$ cat src/design/assert_macros.svh
// Assertion macros used by the top level of the blend unit.
// No dependencies; the bodies are empty when SYNTHESIS is defined.
`ifndef ASSERT_MACROS_SVH
`define ASSERT_MACROS_SVH

`ifndef SYNTHESIS
// Checks a condition at every clock edge outside reset.
`define ASSERT_ALWAYS(lbl, clk, rst_n, cond) \
	lbl: assert property (@(posedge clk) disable iff (!rst_n) (cond)) \
		else $error("assertion failed");
// Checks that the consequent holds in the cycle after the antecedent.
`define ASSERT_NEXT(lbl, clk, rst_n, ante, cons) \
	lbl: assert property (@(posedge clk) disable iff (!rst_n) (ante) |=> (cons)) \
		else $error("assertion failed");
`else
`define ASSERT_ALWAYS(lbl, clk, rst_n, cond)
`define ASSERT_NEXT(lbl, clk, rst_n, ante, cons)
`endif

`endif

$ cat src/design/abu_pkg.sv
// Shared types and constants of the alpha blend unit.
// No dependencies; used by every module of the block.
package abu_pkg;

	localparam int ChanW   = 8;
	localparam int NumChan = 4;
	localparam int ColorW  = ChanW * NumChan;
	localparam int InstrW  = 3;
	localparam int IdxW    = 3;
	localparam int CfgW    = 8;
	localparam logic [ChanW-1:0] ChanMax = 8'd255;

	// Register indices of the configuration port.
	typedef enum logic [IdxW-1:0] {
		REG_SRC_FROM_SEC = 3'd0,
		REG_DST_IS_SEC   = 3'd1,
		REG_SRC_INSTR    = 3'd2,
		REG_DST_INSTR    = 3'd3,
		REG_ATEST_ON     = 3'd4,
		REG_ALPHA_REF    = 3'd5
	} reg_idx_t;

	// Factor source selected by bits 2:1 of a factor instruction.
	typedef enum logic [1:0] {
		FSEL_ZERO      = 2'd0,
		FSEL_OTHER     = 2'd1,
		FSEL_SRC_ALPHA = 2'd2,
		FSEL_DST_ALPHA = 2'd3
	} fsel_t;

	typedef struct packed {
		logic              src_from_secondary;
		logic              dst_is_secondary;
		logic [InstrW-1:0] src_factor_instr;
		logic [InstrW-1:0] dst_factor_instr;
		logic              alpha_test_on;
		logic [ChanW-1:0]  alpha_reference;
	} cfg_t;

endpackage

$ cat src/design/abu_cfg_regs.sv
// Configuration register file of the alpha blend unit.
// Depends on abu_pkg for the register indices and the cfg_t struct.
module abu_cfg_regs (
	input  logic                        clk,
	input  logic                        arst_n,
	input  logic                        cfg_we,
	input  logic [abu_pkg::IdxW-1:0]    cfg_index,
	input  logic [abu_pkg::CfgW-1:0]    cfg_data,
	output abu_pkg::cfg_t               cfg
);

	abu_pkg::cfg_t cfg_q;

	always_ff @(posedge clk or negedge arst_n) begin
		if (!arst_n) begin
			cfg_q <= '0;
		end else if (cfg_we) begin
			// Indices beyond the list are ignored; wide data keeps its low bits.
			unique case (cfg_index)
				abu_pkg::REG_SRC_FROM_SEC: begin
					cfg_q.src_from_secondary <= cfg_data[0];
				end
				abu_pkg::REG_DST_IS_SEC: begin
					cfg_q.dst_is_secondary <= cfg_data[0];
				end
				abu_pkg::REG_SRC_INSTR: begin
					cfg_q.src_factor_instr <= cfg_data[abu_pkg::InstrW-1:0];
				end
				abu_pkg::REG_DST_INSTR: begin
					cfg_q.dst_factor_instr <= cfg_data[abu_pkg::InstrW-1:0];
				end
				abu_pkg::REG_ATEST_ON: begin
					cfg_q.alpha_test_on <= cfg_data[0];
				end
				abu_pkg::REG_ALPHA_REF: begin
					cfg_q.alpha_reference <= cfg_data[abu_pkg::ChanW-1:0];
				end
				default: begin
					cfg_q <= cfg_q;
				end
			endcase
		end
	end

	assign cfg = cfg_q;

endmodule

$ cat src/design/abu_chan_blend.sv
// One colour channel of the blend: factor selection, two 8x8 products,
// sum, shift and saturation. Depends on abu_pkg.
module abu_chan_blend (
	input  logic [abu_pkg::InstrW-1:0] src_instr,
	input  logic [abu_pkg::InstrW-1:0] dst_instr,
	input  logic [abu_pkg::ChanW-1:0]  src_c,
	input  logic [abu_pkg::ChanW-1:0]  dst_c,
	input  logic [abu_pkg::ChanW-1:0]  src_a,
	input  logic [abu_pkg::ChanW-1:0]  dst_a,
	output logic [abu_pkg::ChanW-1:0]  res
);

	localparam int ProdW = 2 * abu_pkg::ChanW;

	function automatic logic [abu_pkg::ChanW-1:0] pick_factor(
		input logic [abu_pkg::InstrW-1:0] instr,
		input logic [abu_pkg::ChanW-1:0]  other,
		input logic [abu_pkg::ChanW-1:0]  sa,
		input logic [abu_pkg::ChanW-1:0]  da
	);
		logic [abu_pkg::ChanW-1:0] f;
		unique case (abu_pkg::fsel_t'(instr[2:1]))
			abu_pkg::FSEL_ZERO:      f = '0;
			abu_pkg::FSEL_OTHER:     f = other;
			abu_pkg::FSEL_SRC_ALPHA: f = sa;
			abu_pkg::FSEL_DST_ALPHA: f = da;
			default:                 f = '0;
		endcase
		// The invert bit turns f into 255 - f, which is the bitwise complement.
		return instr[0] ? ~f : f;
	endfunction

	logic [abu_pkg::ChanW-1:0] sf, df;
	logic [ProdW-1:0]          src_prod, dst_prod;
	logic [ProdW:0]            sum;
	logic [ProdW-abu_pkg::ChanW:0] shifted;

	always_comb begin
		sf       = pick_factor(src_instr, dst_c, src_a, dst_a);
		df       = pick_factor(dst_instr, src_c, src_a, dst_a);
		src_prod = src_c * sf;
		dst_prod = dst_c * df;
		sum      = {1'b0, src_prod} + {1'b0, dst_prod};
		shifted  = sum[ProdW:abu_pkg::ChanW];
		// Only the top bit can exceed a byte after the shift.
		res      = shifted[ProdW-abu_pkg::ChanW] ? abu_pkg::ChanMax
		                                         : shifted[abu_pkg::ChanW-1:0];
	end

endmodule

$ cat src/design/alpha_blend_unit.sv
// Top level of the alpha blend unit: configuration registers, input stage,
// four channel blenders and the result stage. Depends on abu_pkg,
// abu_cfg_regs, abu_chan_blend and assert_macros.svh.
//
// Usage
// The input channel (in_valid/in_ready) carries one pixel request: the shaded
// colour and the primary and secondary accumulator colours, all packed BGRA.
// The output channel (out_valid/out_ready) returns one result per request:
// the blended colour, the write enable from the alpha test and the target
// buffer. Requests leave in the order they arrived.
// The block is a two-stage pipeline. Stage one registers the selected source
// and destination colours, the alpha test outcome and the target buffer; the
// four channel blenders then work between stage one and the result register.
// A request in stage one moves to the result register when that can load, and
// one request is taken every cycle while the receiver keeps out_ready high;
// the two 8x8 multiplies and each channel's add fit between the two registers.
// When the receiver stalls, the result register holds its value, stage one
// still fills, and in_ready falls only once both stages are full.
// Configuration writes (cfg_we/cfg_index/cfg_data) act on the next edge; the user
// must make them only while the pipeline is empty; the block does not enforce it.
// Reset (arst_n low) clears both valid flags and all configuration registers.
`include "assert_macros.svh"

module alpha_blend_unit (
	input  logic                          clk,
	input  logic                          arst_n,
	// configuration port
	input  logic                          cfg_we,
	input  logic [abu_pkg::IdxW-1:0]      cfg_index,
	input  logic [abu_pkg::CfgW-1:0]      cfg_data,
	// request channel
	input  logic                          in_valid,
	output logic                          in_ready,
	input  logic [abu_pkg::ColorW-1:0]    shaded_color,
	input  logic [abu_pkg::ColorW-1:0]    primary_accum,
	input  logic [abu_pkg::ColorW-1:0]    secondary_accum,
	// result channel
	output logic                          out_valid,
	input  logic                          out_ready,
	output logic [abu_pkg::ColorW-1:0]    blended_color,
	output logic                          write_enable,
	output logic                          write_to_secondary
);

	localparam int CW = abu_pkg::ChanW;

	abu_pkg::cfg_t cfg;

	// Stage one holds the operands, stage two the finished result.
	logic                       vld_s1, vld_s2;
	logic [abu_pkg::ColorW-1:0] src_s1, dst_s1;
	logic                       we_s1, to_sec_s1;
	logic [abu_pkg::ColorW-1:0] color_s2;
	logic                       we_s2, to_sec_s2;

	logic                       adv_s1, adv_s2;
	logic [abu_pkg::ColorW-1:0] src_sel, dst_sel, blend;
	logic                       we_sel;

	abu_cfg_regs u_cfg (
		.clk       (clk),
		.arst_n    (arst_n),
		.cfg_we    (cfg_we),
		.cfg_index (cfg_index),
		.cfg_data  (cfg_data),
		.cfg       (cfg)
	);

	// The result register loads whenever it is empty or being drained, and
	// stage one loads whenever its contents can move on.
	assign adv_s2   = !vld_s2 || out_ready;
	assign adv_s1   = !vld_s1 || adv_s2;
	assign in_ready = adv_s1;

	always_comb begin
		src_sel = cfg.src_from_secondary ? secondary_accum : shaded_color;
		dst_sel = cfg.dst_is_secondary ? secondary_accum : primary_accum;
		// The alpha test compares the source alpha against the reference.
		we_sel  = !cfg.alpha_test_on ||
		          (src_sel[abu_pkg::ColorW-1 -: CW] >= cfg.alpha_reference);
	end

	always_ff @(posedge clk or negedge arst_n) begin
		if (!arst_n) begin
			vld_s1 <= 1'b0;
			vld_s2 <= 1'b0;
		end else begin
			if (adv_s1) begin
				vld_s1 <= in_valid;
			end
			if (adv_s2) begin
				vld_s2 <= vld_s1;
			end
		end
	end

	always_ff @(posedge clk) begin
		if (adv_s1 && in_valid) begin
			src_s1    <= src_sel;
			dst_s1    <= dst_sel;
			we_s1     <= we_sel;
			to_sec_s1 <= cfg.dst_is_secondary;
		end
		if (adv_s2 && vld_s1) begin
			color_s2  <= blend;
			we_s2     <= we_s1;
			to_sec_s2 <= to_sec_s1;
		end
	end

	for (genvar i = 0; i < abu_pkg::NumChan; i++) begin : g_chan
		abu_chan_blend u_chan (
			.src_instr (cfg.src_factor_instr),
			.dst_instr (cfg.dst_factor_instr),
			.src_c     (src_s1[i*CW +: CW]),
			.dst_c     (dst_s1[i*CW +: CW]),
			.src_a     (src_s1[abu_pkg::ColorW-1 -: CW]),
			.dst_a     (dst_s1[abu_pkg::ColorW-1 -: CW]),
			.res       (blend[i*CW +: CW])
		);
	end

	assign out_valid          = vld_s2;
	assign blended_color      = color_s2;
	assign write_enable       = we_s2;
	assign write_to_secondary = to_sec_s2;

	// An empty result register never blocks new requests.
	`ASSERT_ALWAYS(a_ready_when_empty, clk, arst_n, out_valid || in_ready)
	// A request held in stage one while the result is stalled keeps its operands.
	`ASSERT_NEXT(a_s1_hold, clk, arst_n, vld_s1 && !adv_s2, vld_s1 && $stable(src_s1) && $stable(dst_s1))
	// A request in stage one that can advance becomes a result next cycle.
	`ASSERT_NEXT(a_s1_to_out, clk, arst_n, vld_s1 && adv_s2, out_valid)
	// With the alpha test off every accepted request is marked for writing.
	`ASSERT_NEXT(a_we_atest_off, clk, arst_n, in_valid && in_ready && !cfg.alpha_test_on, we_s1)

endmodule
$ cat config.mk
export PLATFORM = sky130hd
export DESIGN_NAME = alpha_blend_unit
export DESIGN_NICKNAME = d
export VERILOG_FILES = /design/src/design/abu_pkg.sv /design/src/design/abu_cfg_regs.sv /design/src/design/abu_chan_blend.sv /design/src/design/alpha_blend_unit.sv
export VERILOG_INCLUDE_DIRS = /design/src /design/src/design
export SDC_FILE = /design/constraint.sdc
export NUM_CORES = 1
export LEC_CHECK = 0
export BUFFER_PORTS_ARGS = -buffer_cell sky130_fd_sc_hd__buf_2
export CELL_PAD_IN_SITES_DETAIL_PLACEMENT = 0
export CELL_PAD_IN_SITES_GLOBAL_PLACEMENT = 1
export CORE_MARGIN = 3
export CORE_UTILIZATION = 40
export CTS_BUF_LIST = sky130_fd_sc_hd__clkbuf_8 sky130_fd_sc_hd__clkbuf_16
export CTS_CLUSTER_DIAMETER = 60
export DETAILED_ROUTE_END_ITERATION = 16
export PLACE_DENSITY_LB_ADDON = 0.1
export SYNTH_ARGS = -nofsm -noshare
export SYNTH_HDL_FRONTEND = slang
export SYNTH_SLANG_ARGS = --single-unit
$ cat constraint.sdc
create_clock -name clk -period 6.5 [get_ports clk]
set_input_delay 0 -clock clk [delete_from_list [all_inputs] [get_ports clk]]
set_output_delay 0 -clock clk [all_outputs]
set_load 0.02 [all_outputs]
==> results.md <==
* Worst skew pair latency at 0.49 ns
* Drt total wl at 67500 um
* Chip height at 248 um
* Post-synthesis mux area share at 4.30%
* Compound-cell area share of the yosys netlist at 5.39%
* Total grt overflow at 0
* Synth area leader: fa_1
* CTS tree: done
* Slew @ Worst Pin at 1.13 ns
* Yosys warning count at 0
* Most frequent cells after synthesis: inv_1, fa_1, ha_1, nand2_1, and2_1
* Async set-or-reset flop fraction in the synthesized netlist at 16.0%
* Final Util at 52.7%
* Tightest Hold Check Type: in -> async
* Tmin final at 6.93 ns
* Unrepaired setup endpoints after global routing: true
* #FFs+latches synth at 119
* Fin crit share at 107%
* First DRT Iteration DRCs at 860
* Post-Syn Nets at 3216
* Number of nets with antenna violations after routing at 0
* Largest family of logic cells by synthesized area: adder cells
* Die Area at 0.0614 sq mm
* Post-route cell area at 0.0301 sq mm
* Post-synth cell types at 60
* PnR worst setup slack at -0.432 ns
* Synth area leaders: fa_1, ha_1, edfxtp_1
* Final Skew at 0.0121 ns
* Core footprint at 0.0570 sq mm
* Synth Area per Inst at 9.50 sq um
* Final Setup Violations at 32
* Clock transition at path regs at 0.07 ns
* Worst Path Class, Setup: reg -> reg
* Final #Nets at 3802
* Cell Area, Placed at 0.0274 sq mm
* GP Congestion at 0.896
* First-pass GRT wire length at 108000 um
* Seq/Total Area, Yosys at 14.9%
* Inserted Clock Buffers at 17
* Vias in the first global route at 19758
* Die Wd at 248 um
* Critical path startpoint category: flip-flop
* Detailed-route via count at 18415
* Largest net degree at the start of global routing at 67
* Final hold vios at 0
* Main synth FF type: edfxtp_1
* Starting Density at 41.0%
* GRT Overall Usage at 23.1%
* Post-Synth XOR/XNOR Area at 3.89%
* Worst Path Max Fanout at 6
* Slew headroom at 24.6%
* Row count at 87
* Max Cap Viol at 0
* Pre-CTS setup slack at -0.709 ns
* DRC errors left at 0
* Critical path required time at 6.73 ns
* PortBufs at 147
* Ant diodes at 0
* Top-count cell post-synth: inv_1
* Post-synthesis simple-gate area fraction at 14.4%
* Top-area cell type share of the netlist area at 32.9%
* Number of synthesized flops with an enable pin at 100
* Clock Tree Buf Depth at 2
* Failing checks: negative setup slack
* Post-Syn Area at 0.0234 sq mm
* Initial antenna violation count at 2
* Slew Limit Fails at 0
* Crit. End Element: flip-flop
* Hold slack at 0.0409 ns
* IO Count at 148
* Post-DP HPWL at 55300 um
* Drt via density at 4.83
* Outcome: complete, but fails checks
* Root buf cell: clkbuf_16
* Fmax at 0.144 GHz
* Layout cells sized above 1 at 23.6%
* CP arrival at 7.16 ns
* Number of fill cells at 5324
* Multi-input logic area at 0.0181 sq mm
* Synthesized instance count at 2460
* H-tree lvl count at 4
* Sequential cell area at 0.00348 sq mm
* Synth Area in Adders at 46.8%
* Area delta synth->final at 28.7%
* Clk sinks at 119
* WL per Instance at 17.7 um
* 1st-pass router iterations at 7
-- layout make-up --
class	instances	area share (%)
multi-input cells	1713	60.2
repair buffers	632	16.0
well taps	756	3.14
clock buffers	19	1.58
clock inverters	13	0.416
flip-flops and latches	119	11.6
inverters	563	7.02
-- worst max-delay path: stages (launching register included) --
cell and delay (ns):
dfrtp_2 0.47, ha_4 0.22, buf_6 0.14, a22oi_2 0.36
a21oi_2 0.13, xnor2_1 0.25, nand2b_1 0.17, fa_1 0.44
fa_1 0.50, inv_1 0.05, fa_1 0.52, fa_1 0.44
fa_1 0.49, inv_1 0.05, fa_1 0.49, inv_2 0.04
ha_4 0.26, nand4_1 0.09, or3_4 0.39, a2111oi_4 0.25
o211ai_2 0.17, a211oi_2 0.29, o31a_4 0.22, or4_4 0.15
nand4b_1 0.10
-- cell families after synthesis --
group | Yosys count
AND/OR/NAND/NOR | 682
adder cells (fa/ha/maj) | 644
buffers and inverters | 628
AO/OA/AOI/OAI | 194
flip-flops | 119
XOR/XNOR | 103
multiplexers | 90
-- per-stage QoR --
| stage | std cells | TNS (ns) |
|---|---|---|
| final | 3815 | -10.39 |
| after global routing | 3815 | -19.59 |
| after CTS | 3811 | -11.76 |
| after detailed placement | 3620 | -18.68 |
| after global placement | 3620 | -15.33 |
| after floorplan | 2460 | -5.05 |
-- worst paths after layout --
check | startpoint | end | slack (ns) | depth (start not counted)
worst max register to register | u_cfg.cfg[11] | blended_color[12] | -0.43 | 24
worst min-delay path | arst_n | vld_s1 | 0.04 | 2
max in group asynchronous | arst_n | u_cfg.cfg[11] | 6.05 | 2
worst min register to register | to_sec_s1 | write_to_secondary | 0.42 | 0
min in group clk | secondary_accum[31] | we_s1 | 0.19 | 5
worst max-delay path | u_cfg.cfg[11] | blended_color[12] | -0.43 | 24
-- cell usage in the layout, fill, tap and decap left out, types with 6 or more instances in the layout --
master / n
a21o_1: 15
a21oi_1: 54
a21oi_2: 18
a22oi_1: 8
a22oi_2: 7
and2_1: 200
buf_2: 147
buf_4: 327
buf_6: 10
clkbuf_16: 19
dfrtp_1: 14
dlygate4sd3_1: 144
edfxtp_1: 100
fa_1: 380
ha_1: 253
ha_4: 7
inv_1: 559
inv_8: 6
mux2_2: 83
mux2i_1: 6
nand2_1: 220
nand2b_1: 20
nand3_1: 8
nand4b_1: 9
nor2_1: 144
nor2b_1: 22
nor3_1: 9
o21a_1: 8
o21ai_0: 35
o21ai_1: 6
xnor2_1: 49
xnor2_2: 21
xor2_1: 27
-- layer usage --
| metal | track usage, % | part of all wire (%) |
|---|---|---|
| met5 | 0 | 0.037 |
| met4 | 6.23 | 2.0 |
| met3 | 2.88 | 4.2 |
| met2 | 38.7 | 48 |
| met1 | 31.8 | 46 |
-- sequential cells by signal, indices dropped and copies added, names as in the netlist, 17 cells and up --
register,count
blended_color,32
dst_s1,32
src_s1,32
u_cfg.cfg,17
-- repair_timing --
action                                 4_1_cts  5_1_grt
setup buffers                               16        4
hold buffers                               144        0
resized for setup                           69       38
setup endpoints to repair                   32       32
endpoints found under the hold margin      102        0
pin swaps                                   36       16
Power is not shown: default switching activity piles up to over one toggle a cycle in this logic, so the estimate is an artifact.
